$ cat src/sv/button_press_classifier_unit_macros.svh
// Assertion macros for the button press classifier.
// Each expects clk and rst_n to be visible where it is used.
`ifndef BUTTON_PRESS_CLASSIFIER_UNIT_MACROS_SVH
`define BUTTON_PRESS_CLASSIFIER_UNIT_MACROS_SVH

// Consequent must hold in the same cycle as the antecedent
`define BPC_ASSERT_SAME(lbl, ante, cons, msg) \
    lbl: assert property (@(posedge clk) disable iff (!rst_n) (ante) |-> (cons)) \
        else $error(msg);

// Consequent must hold in the cycle after the antecedent
`define BPC_ASSERT_NEXT(lbl, ante, cons, msg) \
    lbl: assert property (@(posedge clk) disable iff (!rst_n) (ante) |=> (cons)) \
        else $error(msg);

`endif

$ cat src/sv/bpc_pkg.sv
package bpc_pkg;

    // Fixed field widths
    localparam int BTN_IDX_W  = 4;
    localparam int PIN_IDX_W  = 4;
    localparam int PIN_SPAN   = 16;
    localparam int ELAPSED_W  = 32;
    localparam int DUR_W      = 16;
    localparam int COUNT_W    = 4;
    localparam int CFG_IDX_W  = 3;

    localparam logic [DUR_W-1:0] DUR_MAX  = 16'hFFFF;
    localparam logic [DUR_W-1:0] DUR_ONE  = 16'h0001;

    localparam logic [DUR_W-1:0] CLICK_THR_RST = 16'd50;
    localparam logic [DUR_W-1:0] LONG_THR_RST  = 16'd1000;

    // Event queue between front and back
    localparam int QUEUE_DEPTH = 4;
    localparam int Q_PTR_W     = 2;
    localparam int Q_CNT_W     = 3;

    typedef enum logic [1:0] {
        KIND_PRESSED   = 2'd0,
        KIND_RELEASED  = 2'd1,
        KIND_CLICK     = 2'd2,
        KIND_LONGCLICK = 2'd3
    } event_kind_t;

    typedef enum logic [CFG_IDX_W-1:0] {
        CFG_BUTTON_COUNT = 3'd0,
        CFG_PIN_MAP      = 3'd1,
        CFG_ACTIVE_MASK  = 3'd2,
        CFG_PAUSE_MASK   = 3'd3,
        CFG_CLICK_THR    = 3'd4,
        CFG_LONG_THR     = 3'd5
    } cfg_reg_t;

    typedef struct packed {
        logic                 last;
        logic [BTN_IDX_W-1:0] index;
        event_kind_t          kind;
    } evt_t;

    typedef struct packed {
        logic push;
        evt_t evt;
    } evt_req_t;

endpackage

$ cat src/sv/bpc_front.sv
module bpc_front
    import bpc_pkg::*;
#(
    parameter int MAX_BUTTONS = 10,
    parameter int PIN_COUNT   = 16,
    parameter int PM_W        = 4 * MAX_BUTTONS,
    parameter int CFG_W       = (PM_W > DUR_W) ? PM_W : DUR_W
)
(
    input  logic                 clk,
    input  logic                 rst_n,
    // configuration writes
    input  logic                 cfg_we,
    input  logic [CFG_IDX_W-1:0] cfg_index,
    input  logic [CFG_W-1:0]     cfg_data,
    // sample request
    input  logic                 in_valid,
    output logic                 in_ready,
    input  logic [PIN_COUNT-1:0] pin_levels,
    input  logic [ELAPSED_W-1:0] elapsed_ms,
    // event push into queue
    output evt_req_t             q_req,
    input  logic                 q_full
);

    localparam int CNT_W = $clog2(MAX_BUTTONS + 1);
    localparam int BTN_W = (MAX_BUTTONS > 1) ? $clog2(MAX_BUTTONS) : 1;

    typedef enum logic [1:0] {
        ST_IDLE = 2'b01,
        ST_SCAN = 2'b10
    } state_t;

    // Configuration registers
    logic [COUNT_W-1:0]     button_count_reg;
    logic [PM_W-1:0]        pin_map_reg;
    logic [MAX_BUTTONS-1:0] active_mask_reg;
    logic [MAX_BUTTONS-1:0] pause_mask_reg;
    logic [DUR_W-1:0]       click_thr_reg;
    logic [DUR_W-1:0]       long_thr_reg;

    // Scan state
    state_t                 state_reg, state_next;
    logic [CNT_W-1:0]       cnt_reg, cnt_next;
    logic [CNT_W-1:0]       n_reg, n_next;
    logic [PIN_COUNT-1:0]   levels_reg;
    logic [ELAPSED_W-1:0]   elapsed_reg;
    logic                   pend_valid_reg, pend_valid_next;
    evt_t                   pend_reg, pend_next;
    logic [DUR_W-1:0]       dur_reg [MAX_BUTTONS];

    logic                   accept;
    logic                   at_end;
    logic                   dur_we;
    logic [BTN_W-1:0]       cur;
    logic [PIN_IDX_W-1:0]   pin;
    logic [PIN_SPAN-1:0]    lvl_ext;
    logic                   lvl, act, paused;
    logic [DUR_W-1:0]       dur, sat, new_dur;
    logic [ELAPSED_W:0]     sum;
    logic                   ev_valid;
    event_kind_t            ev_kind;
    logic [CNT_W-1:0]       n_calc;

    assign in_ready = (state_reg == ST_IDLE);
    assign accept   = in_valid && in_ready;

    // Configuration write port
    always_ff @(posedge clk or negedge rst_n)
    begin
        if (!rst_n)
        begin
            button_count_reg <= '0;
            pin_map_reg      <= '0;
            active_mask_reg  <= '0;
            pause_mask_reg   <= '0;
            click_thr_reg    <= CLICK_THR_RST;
            long_thr_reg     <= LONG_THR_RST;
        end
        else if (cfg_we)
        begin
            unique case (cfg_index)
                CFG_BUTTON_COUNT: button_count_reg <= cfg_data[COUNT_W-1:0];
                CFG_PIN_MAP:      pin_map_reg      <= cfg_data[PM_W-1:0];
                CFG_ACTIVE_MASK:  active_mask_reg  <= cfg_data[MAX_BUTTONS-1:0];
                CFG_PAUSE_MASK:   pause_mask_reg   <= cfg_data[MAX_BUTTONS-1:0];
                CFG_CLICK_THR:    click_thr_reg    <= cfg_data[DUR_W-1:0];
                CFG_LONG_THR:     long_thr_reg     <= cfg_data[DUR_W-1:0];
                default:          ;
            endcase
        end
    end

    // Pin levels widened to the reach of a pin index; missing pins read low
    for (genvar k = 0; k < PIN_SPAN; k++)
    begin : g_lvl
        if (k < PIN_COUNT)
        begin : g_have
            assign lvl_ext[k] = levels_reg[k];
        end
        else
        begin : g_none
            assign lvl_ext[k] = 1'b0;
        end
    end

    // Button count clamped to the number of duration slots
    always_comb
    begin
        if (int'(button_count_reg) > MAX_BUTTONS)
            n_calc = CNT_W'(MAX_BUTTONS);
        else
            n_calc = CNT_W'(button_count_reg);
    end

    // Current button lookup and duration update
    assign cur    = cnt_reg[BTN_W-1:0];
    assign at_end = (cnt_reg >= n_reg);
    assign pin    = pin_map_reg[{cur, 2'b00} +: PIN_IDX_W];
    assign lvl    = lvl_ext[pin];
    assign act    = active_mask_reg[cur];
    assign paused = pause_mask_reg[cur];
    assign dur    = dur_reg[cur];
    assign sum    = {{(ELAPSED_W + 1 - DUR_W){1'b0}}, dur} + {1'b0, elapsed_reg};
    assign sat    = (sum >= {{(ELAPSED_W + 1 - DUR_W){1'b0}}, DUR_MAX}) ? DUR_MAX
                                                                        : sum[DUR_W-1:0];

    always_comb
    begin
        new_dur  = dur;
        ev_valid = 1'b0;
        ev_kind  = KIND_PRESSED;
        if (lvl == act)
        begin
            if (dur != '0)
                new_dur = sat;
            else
            begin
                new_dur  = DUR_ONE;
                ev_valid = !paused;
            end
        end
        else if (dur != '0)
        begin
            new_dur  = '0;
            ev_valid = !paused;
            priority if (sat >= long_thr_reg)
                ev_kind = KIND_LONGCLICK;
            else if (sat >= click_thr_reg)
                ev_kind = KIND_CLICK;
            else
                ev_kind = KIND_RELEASED;
        end
    end

    // Scan sequencer: one button per cycle but stalled by a full queue;
    // the newest event is held until it is known if it is the sample's last
    always_comb
    begin
        state_next      = state_reg;
        cnt_next        = cnt_reg;
        n_next          = n_reg;
        pend_valid_next = pend_valid_reg;
        pend_next       = pend_reg;
        dur_we          = 1'b0;
        q_req.push      = 1'b0;
        q_req.evt       = pend_reg;
        unique case (state_reg)
            ST_IDLE:
            begin
                if (accept)
                begin
                    state_next      = ST_SCAN;
                    cnt_next        = '0;
                    n_next          = n_calc;
                    pend_valid_next = 1'b0;
                end
            end
            ST_SCAN:
            begin
                if (at_end)
                begin
                    q_req.evt.last = 1'b1;
                    if (!(pend_valid_reg && q_full))
                    begin
                        q_req.push      = pend_valid_reg;
                        pend_valid_next = 1'b0;
                        state_next      = ST_IDLE;
                    end
                end
                else if (!(ev_valid && pend_valid_reg && q_full))
                begin
                    q_req.evt.last = 1'b0;
                    q_req.push     = ev_valid && pend_valid_reg;
                    dur_we         = 1'b1;
                    cnt_next       = cnt_reg + CNT_W'(1);
                    if (ev_valid)
                    begin
                        pend_valid_next = 1'b1;
                        pend_next.kind  = ev_kind;
                        pend_next.index = BTN_IDX_W'(cur);
                        pend_next.last  = 1'b0;
                    end
                end
            end
            default:
            begin
                state_next = ST_IDLE;
            end
        endcase
    end

    // Control registers
    always_ff @(posedge clk or negedge rst_n)
    begin
        if (!rst_n)
        begin
            state_reg      <= ST_IDLE;
            cnt_reg        <= '0;
            n_reg          <= '0;
            pend_valid_reg <= 1'b0;
        end
        else
        begin
            state_reg      <= state_next;
            cnt_reg        <= cnt_next;
            n_reg          <= n_next;
            pend_valid_reg <= pend_valid_next;
        end
    end

    // Sample and pending event payload
    always_ff @(posedge clk)
    begin
        if (accept)
        begin
            levels_reg  <= pin_levels;
            elapsed_reg <= elapsed_ms;
        end
        pend_reg <= pend_next;
    end

    // Hold durations, all released after reset
    always_ff @(posedge clk or negedge rst_n)
    begin
        if (!rst_n)
        begin
            for (int b = 0; b < MAX_BUTTONS; b++)
                dur_reg[b] <= '0;
        end
        else if (dur_we)
        begin
            dur_reg[cur] <= new_dur;
        end
    end

endmodule

$ cat src/sv/bpc_event_queue.sv
module bpc_event_queue
    import bpc_pkg::*;
(
    input  logic     clk,
    input  logic     rst_n,
    // push side
    input  evt_req_t q_req,
    output logic     q_full,
    // delivery side
    output logic     out_valid,
    input  logic     out_ready,
    output evt_t     out_evt
);

    evt_t               entry_reg [QUEUE_DEPTH];
    logic [Q_PTR_W-1:0] wr_ptr_reg, rd_ptr_reg;
    logic [Q_CNT_W-1:0] count_reg;
    logic               push, pop;

    assign q_full    = (count_reg == Q_CNT_W'(QUEUE_DEPTH));
    assign out_valid = (count_reg != '0);
    assign out_evt   = entry_reg[rd_ptr_reg];
    assign push      = q_req.push && !q_full;
    assign pop       = out_valid && out_ready;

    // Pointers and fill count
    always_ff @(posedge clk or negedge rst_n)
    begin
        if (!rst_n)
        begin
            wr_ptr_reg <= '0;
            rd_ptr_reg <= '0;
            count_reg  <= '0;
        end
        else
        begin
            if (push)
                wr_ptr_reg <= wr_ptr_reg + Q_PTR_W'(1);
            if (pop)
                rd_ptr_reg <= rd_ptr_reg + Q_PTR_W'(1);
            unique case ({push, pop})
                2'b10:   count_reg <= count_reg + Q_CNT_W'(1);
                2'b01:   count_reg <= count_reg - Q_CNT_W'(1);
                default: count_reg <= count_reg;
            endcase
        end
    end

    // Entry storage
    always_ff @(posedge clk)
    begin
        if (push)
            entry_reg[wr_ptr_reg] <= q_req.evt;
    end

endmodule

$ cat src/sv/button_press_classifier_unit.sv
// Button press classifier. Each sample request carries the levels of the
// input pins and the milliseconds since the previous sample. The first
// button_count buttons are visited one per clock cycle in index order
// while the event queue has room; each new press gives PRESSED, each
// release gives RELEASED, CLICK or LONGCLICK by its held time unless the
// button is paused, and the final event of a sample is marked by tlast.
// A new sample is accepted only once the scan of the previous one has
// ended; the scan pace is set by the single shared read and update port
// of the hold duration registers. Events wait in a four-entry queue, so
// the scan runs on while the consumer stalls and stalls only when the
// queue is full. Configuration writes take effect at once, so write them
// only while no sample is in flight.
`include "button_press_classifier_unit_macros.svh"

module button_press_classifier_unit
    import bpc_pkg::*;
#(
    parameter int MAX_BUTTONS  = 10,
    parameter int PIN_COUNT    = 16,
    localparam int PM_W        = 4 * MAX_BUTTONS,
    localparam int CFG_W       = (PM_W > DUR_W) ? PM_W : DUR_W,
    localparam int IN_W        = ((PIN_COUNT + ELAPSED_W + 7) / 8) * 8
)
(
    input  logic                 clk,
    input  logic                 rst_n,
    // configuration
    input  logic                 cfg_we,
    input  logic [CFG_IDX_W-1:0] cfg_index,
    input  logic [CFG_W-1:0]     cfg_data,
    // samples
    input  logic                 s_axis_tvalid,
    output logic                 s_axis_tready,
    input  logic [IN_W-1:0]      s_axis_tdata,   // pin_levels, elapsed_ms
    // events
    output logic                 m_axis_tvalid,
    input  logic                 m_axis_tready,
    output logic [7:0]           m_axis_tdata,   // button_index
    output logic [1:0]           m_axis_tuser,   // event_kind
    output logic                 m_axis_tlast    // last_event
);

    evt_req_t q_req;
    logic     q_full;
    evt_t     out_evt;

    // Front: sample intake and per-button classification
    bpc_front #(
        .MAX_BUTTONS (MAX_BUTTONS),
        .PIN_COUNT   (PIN_COUNT),
        .PM_W        (PM_W),
        .CFG_W       (CFG_W)
    ) u_front (
        .clk        (clk),
        .rst_n      (rst_n),
        .cfg_we     (cfg_we),
        .cfg_index  (cfg_index),
        .cfg_data   (cfg_data),
        .in_valid   (s_axis_tvalid),
        .in_ready   (s_axis_tready),
        .pin_levels (s_axis_tdata[PIN_COUNT-1:0]),
        .elapsed_ms (s_axis_tdata[PIN_COUNT+ELAPSED_W-1:PIN_COUNT]),
        .q_req      (q_req),
        .q_full     (q_full)
    );

    // Back: event queue feeding the output stream
    bpc_event_queue u_queue (
        .clk       (clk),
        .rst_n     (rst_n),
        .q_req     (q_req),
        .q_full    (q_full),
        .out_valid (m_axis_tvalid),
        .out_ready (m_axis_tready),
        .out_evt   (out_evt)
    );

    assign m_axis_tdata = {{(8 - BTN_IDX_W){1'b0}}, out_evt.index};
    assign m_axis_tuser = out_evt.kind;
    assign m_axis_tlast = out_evt.last;

    // Checks
    `BPC_ASSERT_SAME(a_no_push_when_full, q_req.push, !q_full, "push into full queue")
    `BPC_ASSERT_NEXT(a_busy_after_sample, s_axis_tvalid && s_axis_tready, !s_axis_tready, "busy")
    `BPC_ASSERT_SAME(a_index_in_range, m_axis_tvalid, int'(m_axis_tdata) < MAX_BUTTONS, "index")

endmodule
$ cat config.mk
export PLATFORM = sky130hd
export DESIGN_NAME = button_press_classifier_unit
export DESIGN_NICKNAME = d
export VERILOG_FILES = /design/src/sv/bpc_pkg.sv /design/src/sv/bpc_front.sv /design/src/sv/bpc_event_queue.sv /design/src/sv/button_press_classifier_unit.sv
export VERILOG_INCLUDE_DIRS = /design/src /design/src/sv
export SDC_FILE = /design/constraint.sdc
export NUM_CORES = 1
export LEC_CHECK = 0
export BUFFER_PORTS_ARGS = -buffer_cell sky130_fd_sc_hd__buf_2
export CAP_MARGIN = 20
export CORE_MARGIN = 2
export CORE_UTILIZATION = 45
export DETAILED_ROUTE_END_ITERATION = 10
export MAX_ROUTING_LAYER = met4
export SYNTH_ARGS = -nofsm -noshare
export SYNTH_HDL_FRONTEND = slang
export SYNTH_SLANG_ARGS = --single-unit
$ cat constraint.sdc
create_clock -name clk -period 9.25 [get_ports clk]
set_input_delay 0.4625 -clock clk [delete_from_list [all_inputs] [get_ports clk]]
set_output_delay 0.4625 -clock clk [all_outputs]
set_load 0.05 [all_outputs]
=== After elaboration in Yosys (flattened, before gate mapping) ===
Memory sizes are Yosys's and may differ from the RTL's.
Index checks and enable logic that the tools add are counted.

* Bits in read-only memories: 0
* Bits in registers: 328
* Memory bits (writable): 28
* Output and inout bits: 13
* Memories kept: 1
* Latch bits: 0
* Bits of input ports: 96
* Logic and storage cells: 139

{| class="wikitable"
|+ Memories
! name !! words !! width !! rd ports !! clocked after memory_dff !! write ports !! line !! source
|-
| u_queue.entry_reg || 4 || 7 || 1 || 0 || 1 || bpc_event_queue.sv:15 || <nowiki>evt_t entry_reg [QUEUE_DEPTH];</nowiki>
|}

* Mux-type cells: 46
* Shift operators: 1
* Reductions and logical operators: 26
* Multiply operators: 0
* Divide/modulo/power cells: 0
* Equal/unequal tests: 19
* Add/subtract/negate cells: 6
* Order comparisons: 9
* Bitwise gates (word level): 4

{| class="wikitable"
|+ Operators by type and width
! kind !! count
|-
| bitwise mux 160 bit || 1
|-
| 2-to-1 mux 16 bit || 7
|-
| binary-select mux 16 bit (select 4 bit) || 1
|-
| demux 16 bit (select 4 bit) || 1
|-
| indexed part select 40 x 7 -> 4 bit || 1
|-
| adder 16 x 32 -> 33 bit || 1
|-
| >= comparator 33 x 16 -> 1 bit (second input constant) || 1
|-
| >= comparator 16 bit || 2
|-
| 2-to-1 mux 1 bit || 17
|-
| 2-to-1 mux 2 bit || 8
|-
| 2-to-1 mux 4 bit || 4
|-
| nonzero test 16 bit || 1
|-
| AND reduction 2 bit || 7
|-
| binary-select mux 1 bit (select 4 bit) || 3
|-
| less-than comparator 4 x 5 -> 1 bit (second input constant) || 2
|-
| equality test 3 bit (second input constant) || 3
|-
| != test 2 bit (second input constant) || 4
|-
| case mux 4 bit (2 select lines) || 1
|-
| AND reduction 4 bit || 2
|-
| logical AND 1 bit || 7
|-
| equality test 3 x 2 -> 1 bit (second input constant) || 2
|-
| case mux 3 bit (2 select lines) || 1
|-
| >= comparator 5 bit (second input constant) || 1
|-
| less-than comparator 5 x 1 -> 1 bit (second input constant) || 1
|-
| other kinds (25) || 32
|}

=== Depth between registers and ports, before layout ===
* Depth in word-level cells: 15
* Depth in mapped cells: 31
* Gate-level depth less buffers: 25

=== Hierarchy ===
Synthesis repeated with hierarchy kept, for this count alone.

* Cells, all modules: 1373
* Area, all modules: 17671.9 µm²

{| class="wikitable"
|+ Modules (own cells, without submodules)
! module !! cells each !! sequential area each (µm²) !! area an instance (µm²) !! times used
|-
| bpc_front || 1294 || 8315.5 || 16185.5 || 1
|-
| bpc_event_queue || 74 || 1016.0 || 1452.6 || 1
|-
| button_press_classifier_unit || 5 || 0.0 || 33.8 || 1
|}

=== Least setup slack after synthesis ===
No wires, ideal clock.

* Path kind: register -> register
* Start: register u_front.cnt_reg[0]
* End: register u_front.pend_reg (netlist bit u_front.q_req[1]), data pin
* Cell stages (with the launch flop): 30
* Slack: 3125 ps
* Arrival time: 5974 ps
* Library setup time: 152 ps
* Buffers on the path: 7
* Required time: 9098 ps
* Clock period less this slack: 6125 ps
* Cell sequence: dfrtp_1 -> buf_6 -> buf_6 -> buf_6 -> buf_2 -> mux2_2 -> a221o_1 -> ha_1 -> clkbuf_1 -> o21ai_0 -> a32oi_1 -> a21oi_1 -> a2111oi_0 -> o211ai_1 -> o31ai_1 -> nand4b_1 -> nor3_1 -> buf_2 -> nand2_1 -> clkbuf_1 -> ha_1 -> a21o_1 -> a21o_1 -> a21o_1 -> a21oi_1 -> nor2b_1 -> o21ai_0 -> a211o_1 -> or2_2 -> a31oi_1

* Word-level cells in the longest chain between the ends: 10
* Elaborated cells on any way between the ends: 20
* Those cells by class: add/sub (1); order compare (3); eq/ne (1); shift (1); mux (10); bitwise (2); reduce/logical (2)

{| class="wikitable"
|+ Ends and longest elaborated chain
! item !! line !! source
|-
| start, declared || bpc_front.sv:44 || <nowiki>logic [CNT_W-1:0] cnt_reg, cnt_next;</nowiki>
|-
| start signal, assigned || bpc_front.sv:226 || <nowiki>cnt_reg <= cnt_next;</nowiki>
|-
| inverter 4 -> 5 bit (not written as such) || bpc_front.sv:123 || <nowiki>assign dur = dur_reg[cur];</nowiki>
|-
| binary-select mux 16 bit (select 4 bit) || bpc_front.sv:123 ||
|-
| 2-to-1 mux 16 bit (not written as such) (2 in series) || bpc_front.sv:123 ||
|-
| adder 16 x 32 -> 33 bit || bpc_front.sv:124 || <nowiki>assign sum = {{(ELAPSED_W + 1 - DUR_W){1'b0}}, dur} + {1'b0, elapsed_reg};</nowiki>
|-
| >= comparator 33 x 16 -> 1 bit || bpc_front.sv:125 || <nowiki>assign sat = (sum >= {{(ELAPSED_W + 1 - DUR_W){1'b0}}, DUR_MAX}) ? DUR_MAX</nowiki>
|-
| 2-to-1 mux 16 bit || bpc_front.sv:125 ||
|-
| >= comparator 16 bit || bpc_front.sv:149 || <nowiki>else if (sat >= click_thr_reg)</nowiki>
|-
| 2-to-1 mux 2 bit || bpc_front.sv:149 ||
|-
| 2-to-1 mux 2 bit || bpc_front.sv:147 || <nowiki>priority if (sat >= long_thr_reg)</nowiki>
|-
| end signal, assigned || bpc_front.sv:240 || <nowiki>pend_reg <= pend_next;</nowiki>
|-
| end, declared || bpc_front.sv:49 || <nowiki>evt_t pend_reg, pend_next;</nowiki>
|}

Parallel ways exist; a longest one is shown, timed or not. The select of a mux whose other input is x is not followed.
A chain may end at the register's enable or synchronous reset.

=== Final worst setup path ===
* Start: register u_front.cnt_reg[3]
* End: register u_front.pend_reg (netlist bit u_front.q_req[1]), data pin

The elaborated chain is that of the path after synthesis.

==> flow_summary_export.csv <==
group,metric,value,unit
timing,setup_tns,0,ns
floorplanning,core_area,0.03874,sq mm
power_and_ir_drop,switchingPower,2037,uW
power_and_ir_drop,combPwrFrac,0.349,
cells_and_area,largest_register_ffs,160,
synth,synth_area,0.01768,sq mm
timing,slew_headroom,0.2708,
critical_path,path_max_fanout,17,
floorplanning,die-height,202.2,um
detailed_routing,drcViolationCount,0,
detailed_routing,drt_iter0_drc,734,
timing,finalHoldViolCount,25,
clock_tree,clockBufferDepth,3,
power_and_ir_drop,sw_frac_of_total,0.3625,
synth,synth_mux_area_frac,0.1708,
placed_design,dpl.cell_count,1922,
global_route,antenna_found_initial,0,
critical_path,cp-start-kind,"flop",
floorplanning,fp-row-count,72,
synth,synth-compound-area-share,0.1353,
clock_tree,path_clk_slew,0.06,ns
synth,synth-edff-count,82,
power_and_ir_drop,p_clk_frac,0.286,
cells_and_area,final_layout_size_suffix_gt1_frac,0.2914,
critical_path,worst_ep_required_time,9.55,ns
critical_path,arrival,8.21,ns
synth,synthSimpleGateAreaFrac,0.06880,
synth,synthTopCellsByArea,"dfrtp_1 (37%), edfxtp_1 (14%), mux2_2 (10%)",
min_path,min_path_type,"in2async",
detailed_routing,wl_per_cell,22.00,um
synth,ys_ff_latch,356,
critical_path,end_kind,"flop",
cells_and_area,fillers,3412,
timing,worst_pin_slew,1.089,ns
detailed_routing,drtAntennaViolNets,0,
synth,synth_top_area_frac,0.3738,
global_route,gr-total-overflow,0,
synth,ys_seq_area_frac,0.5279,
synth,syn_area_per_cell,13.04,sq um
timing,finalClockSkew,0.01845,ns
synth,yosys_warnings,0,
synth,synth_top_area_cell,"dfrtp_1",
global_route,grt_usage,0.2270,
clock_tree,clk_latency,0.57,ns
synth,ys_top_cells_by_count,"dfrtp_1 (264), mux2_2 (163), a22o_1 (91)",
timing,slew_viol_final,0,
timing,period_share,0.8550,
power_and_ir_drop,seqPwrFrac,0.366,
synth,yosysMostFrequentCell,"dfrtp_1",
clock_tree,cts_num_sinks,356,
clock_tree,postCtsHoldBufs,0,
power_and_ir_drop,p_leak,0.008563,uW
timing,fin_crit,7.909,ns
placed_design,dpl.hpwl,29.52,mm
clock_tree,cts_setup_buffers,0,
cells_and_area,nets,1609,
detailed_routing,post_drt_via_cell_ratio,5.756,
outcome,violations,"negative hold slack",
synth,synthCells,1355,
timing,hold_slack,-0.06712,ns
floorplanning,die_area,0.04088,sq mm
synth,synth_xor_area_frac,0.01196,
timing,rsz0062_at_grt,"no",
power_and_ir_drop,ir_worst_vdd,235.4,uV
global_route,grt_max_degree,156,
clock_tree,cts_resized,0,
cells_and_area,final_cells,1997,
clock_tree,cts_inserted_buffers,39,
power_and_ir_drop,power_density,281.3,mW/mm^2
detailed_routing,routed_wl,43.94,mm
global_route,grt_pass1_vias,11793,
floorplanning,die_w,202.2,um
synth,ys_types,77,
synth,synth_top_family_by_area,"multiplexers",
detailed_routing,vias,11495,
synth,synthArstFlopShare,0.7697,
synth,synth_ff_type,"dfrtp_1",
critical_path,crit_type,"reg2reg",
clock_tree,cts_tree,"done",
detailed_routing,drt_first_pass_iters,5,
clock_tree,root_buffer,"clkbuf_16",
timing,fmax,0.1264,GHz
global_route,grt_pass1_wl,69.45,mm
outcome,status,"finished with violations",
synth,synth_fa_ha_area_frac,0.04686,
cells_and_area,multi_input_area,0.007699,sq mm
floorplanning,ioPinCount,109,
cells_and_area,diodes,0,
floorplanning,initial_utilization,0.4563,
clock_tree,h-tree-depth,2,
cells_and_area,seqCellArea,0.009335,sq mm
power_and_ir_drop,p_int,3583,uW
placed_design,gp_congestion,0.8653,
placed_design,numPortBuffers,104,
cells_and_area,synthToLayoutAreaGrowth,13.03,%
timing,finalSetupViolations,0,
flow_run,drv.max_cap_violation_count,0,
-- placed cells by master (no fill, tap or decap), types with 18 or more instances in the layout --
master / count
dfrtp_1: 263
mux2_2: 163
buf_2: 104
a22o_1: 91
edfxtp_1: 82
nand2_1: 68
inv_1: 64
ha_1: 63
mux2i_1: 47
o21ai_0: 41
clkbuf_16: 40
a21oi_1: 34
mux4_2: 31
a21o_1: 23
o22ai_1: 23
nor2_1: 21
a221o_1: 19
nand4_1: 18
-- metrics by stage --
stage	util	area [sq um]	total power [uW]	hold WS (ns)	setup WS [ns]
final	0.5158	19980	5620	-0.06712	1.341
after detailed placement	0.4802	18600	4028	0.4672	1.514
after CTS	0.5145	19930	5655	0.01266	1.482
after floorplan	-	17690	3532	0.1669	3.125
after global placement	0.4797	18580	4017	0.4582	1.634
after global routing	0.5158	19980	5938	0.04450	0.7660
-- power by group through the flow --
stage                     Combinational [uW]  Sequential, uW  Clock [uW]
after CTS                               1960            2060        1640
after floorplan                         1540            1990           0
final                                   1960            2050        1610
after detailed placement                1940            2090           0
after global routing                    2150            2090        1700
after global placement                  1930            2080           0
-- logic make-up after synthesis --
logic type	Yosys count
flops	356
simple gates	219
mux	242
xor+xnor	22
compound gates	310
other cells	1
fa+ha+maj	65
buf+inv	140
-- per-layer routing --
| layer | vias to the layer above | GRT usage | share of wire |
|---|---|---|---|
| li1 | 5311 | - | - |
| met5 | - | - | 0 |
| met3 | 65 | 0.03112 | 0.050 |
| met4 | 0 | 0.06595 | 0.023 |
| met2 | 290 | 0.3479 | 0.46 |
| met1 | 5829 | 0.3177 | 0.46 |
-- worst max-delay path, stage by stage, from the launching register on --
cell and delay [ns]:
dfrtp_1 0.64, or3b_1 0.79, o22ai_1 0.34, a221o_1 0.20
ha_1 0.20, inv_1 0.07, fa_1 0.38, nor2b_1 0.22
o2111ai_1 0.17, a21o_1 0.24, a211oi_1 0.72, or2_2 0.27
nand4_1 0.09, a221o_1 0.34, nor3_2 0.73, nand2_1 0.55
ha_1 0.45, a21o_1 0.15, a21o_1 0.17, a21o_1 0.16
a21oi_1 0.16, nor2b_1 0.06, o21ai_0 0.16, a2111oi_0 0.12
nor2_1 0.16, a31oi_1 0.09
-- area by class of cell --
class | count | share of cell area
Clock inverter | 13 | 0.007891
Multi-Input combinational cell | 862 | 0.3853
Clock buffer | 59 | 0.05868
Sequential cell | 356 | 0.4672
Timing Repair Buffer | 124 | 0.03620
Tap cell | 518 | 0.03244
Inverter | 65 | 0.01221
-- path summary, 6_finish.rpt --
| path | slack [ns] | cells after the start | from | endpoint |
|---|---|---|---|---|
| setup / recovery | 1.34 | 25 | u_front.cnt_reg[3] | u_front.q_req[1] |
| hold / removal | -0.07 | 1 | rst_n | u_front.pin_map_reg[32] |
| setup reg to reg | 1.34 | 25 | u_front.cnt_reg[3] | u_front.q_req[1] |
| hold reg to reg | 0.48 | 2 | u_front.dur_reg[82] | u_front.dur_reg[82] |
| max in group asynchronous | 7.84 | 2 | rst_n | u_front.cnt_reg[0] |
| min in group clk | 0.07 | 1 | s_axis_tdata[0] | u_front.levels_reg[0] |
No activity file was read; power rests on OpenSTA's default activity.
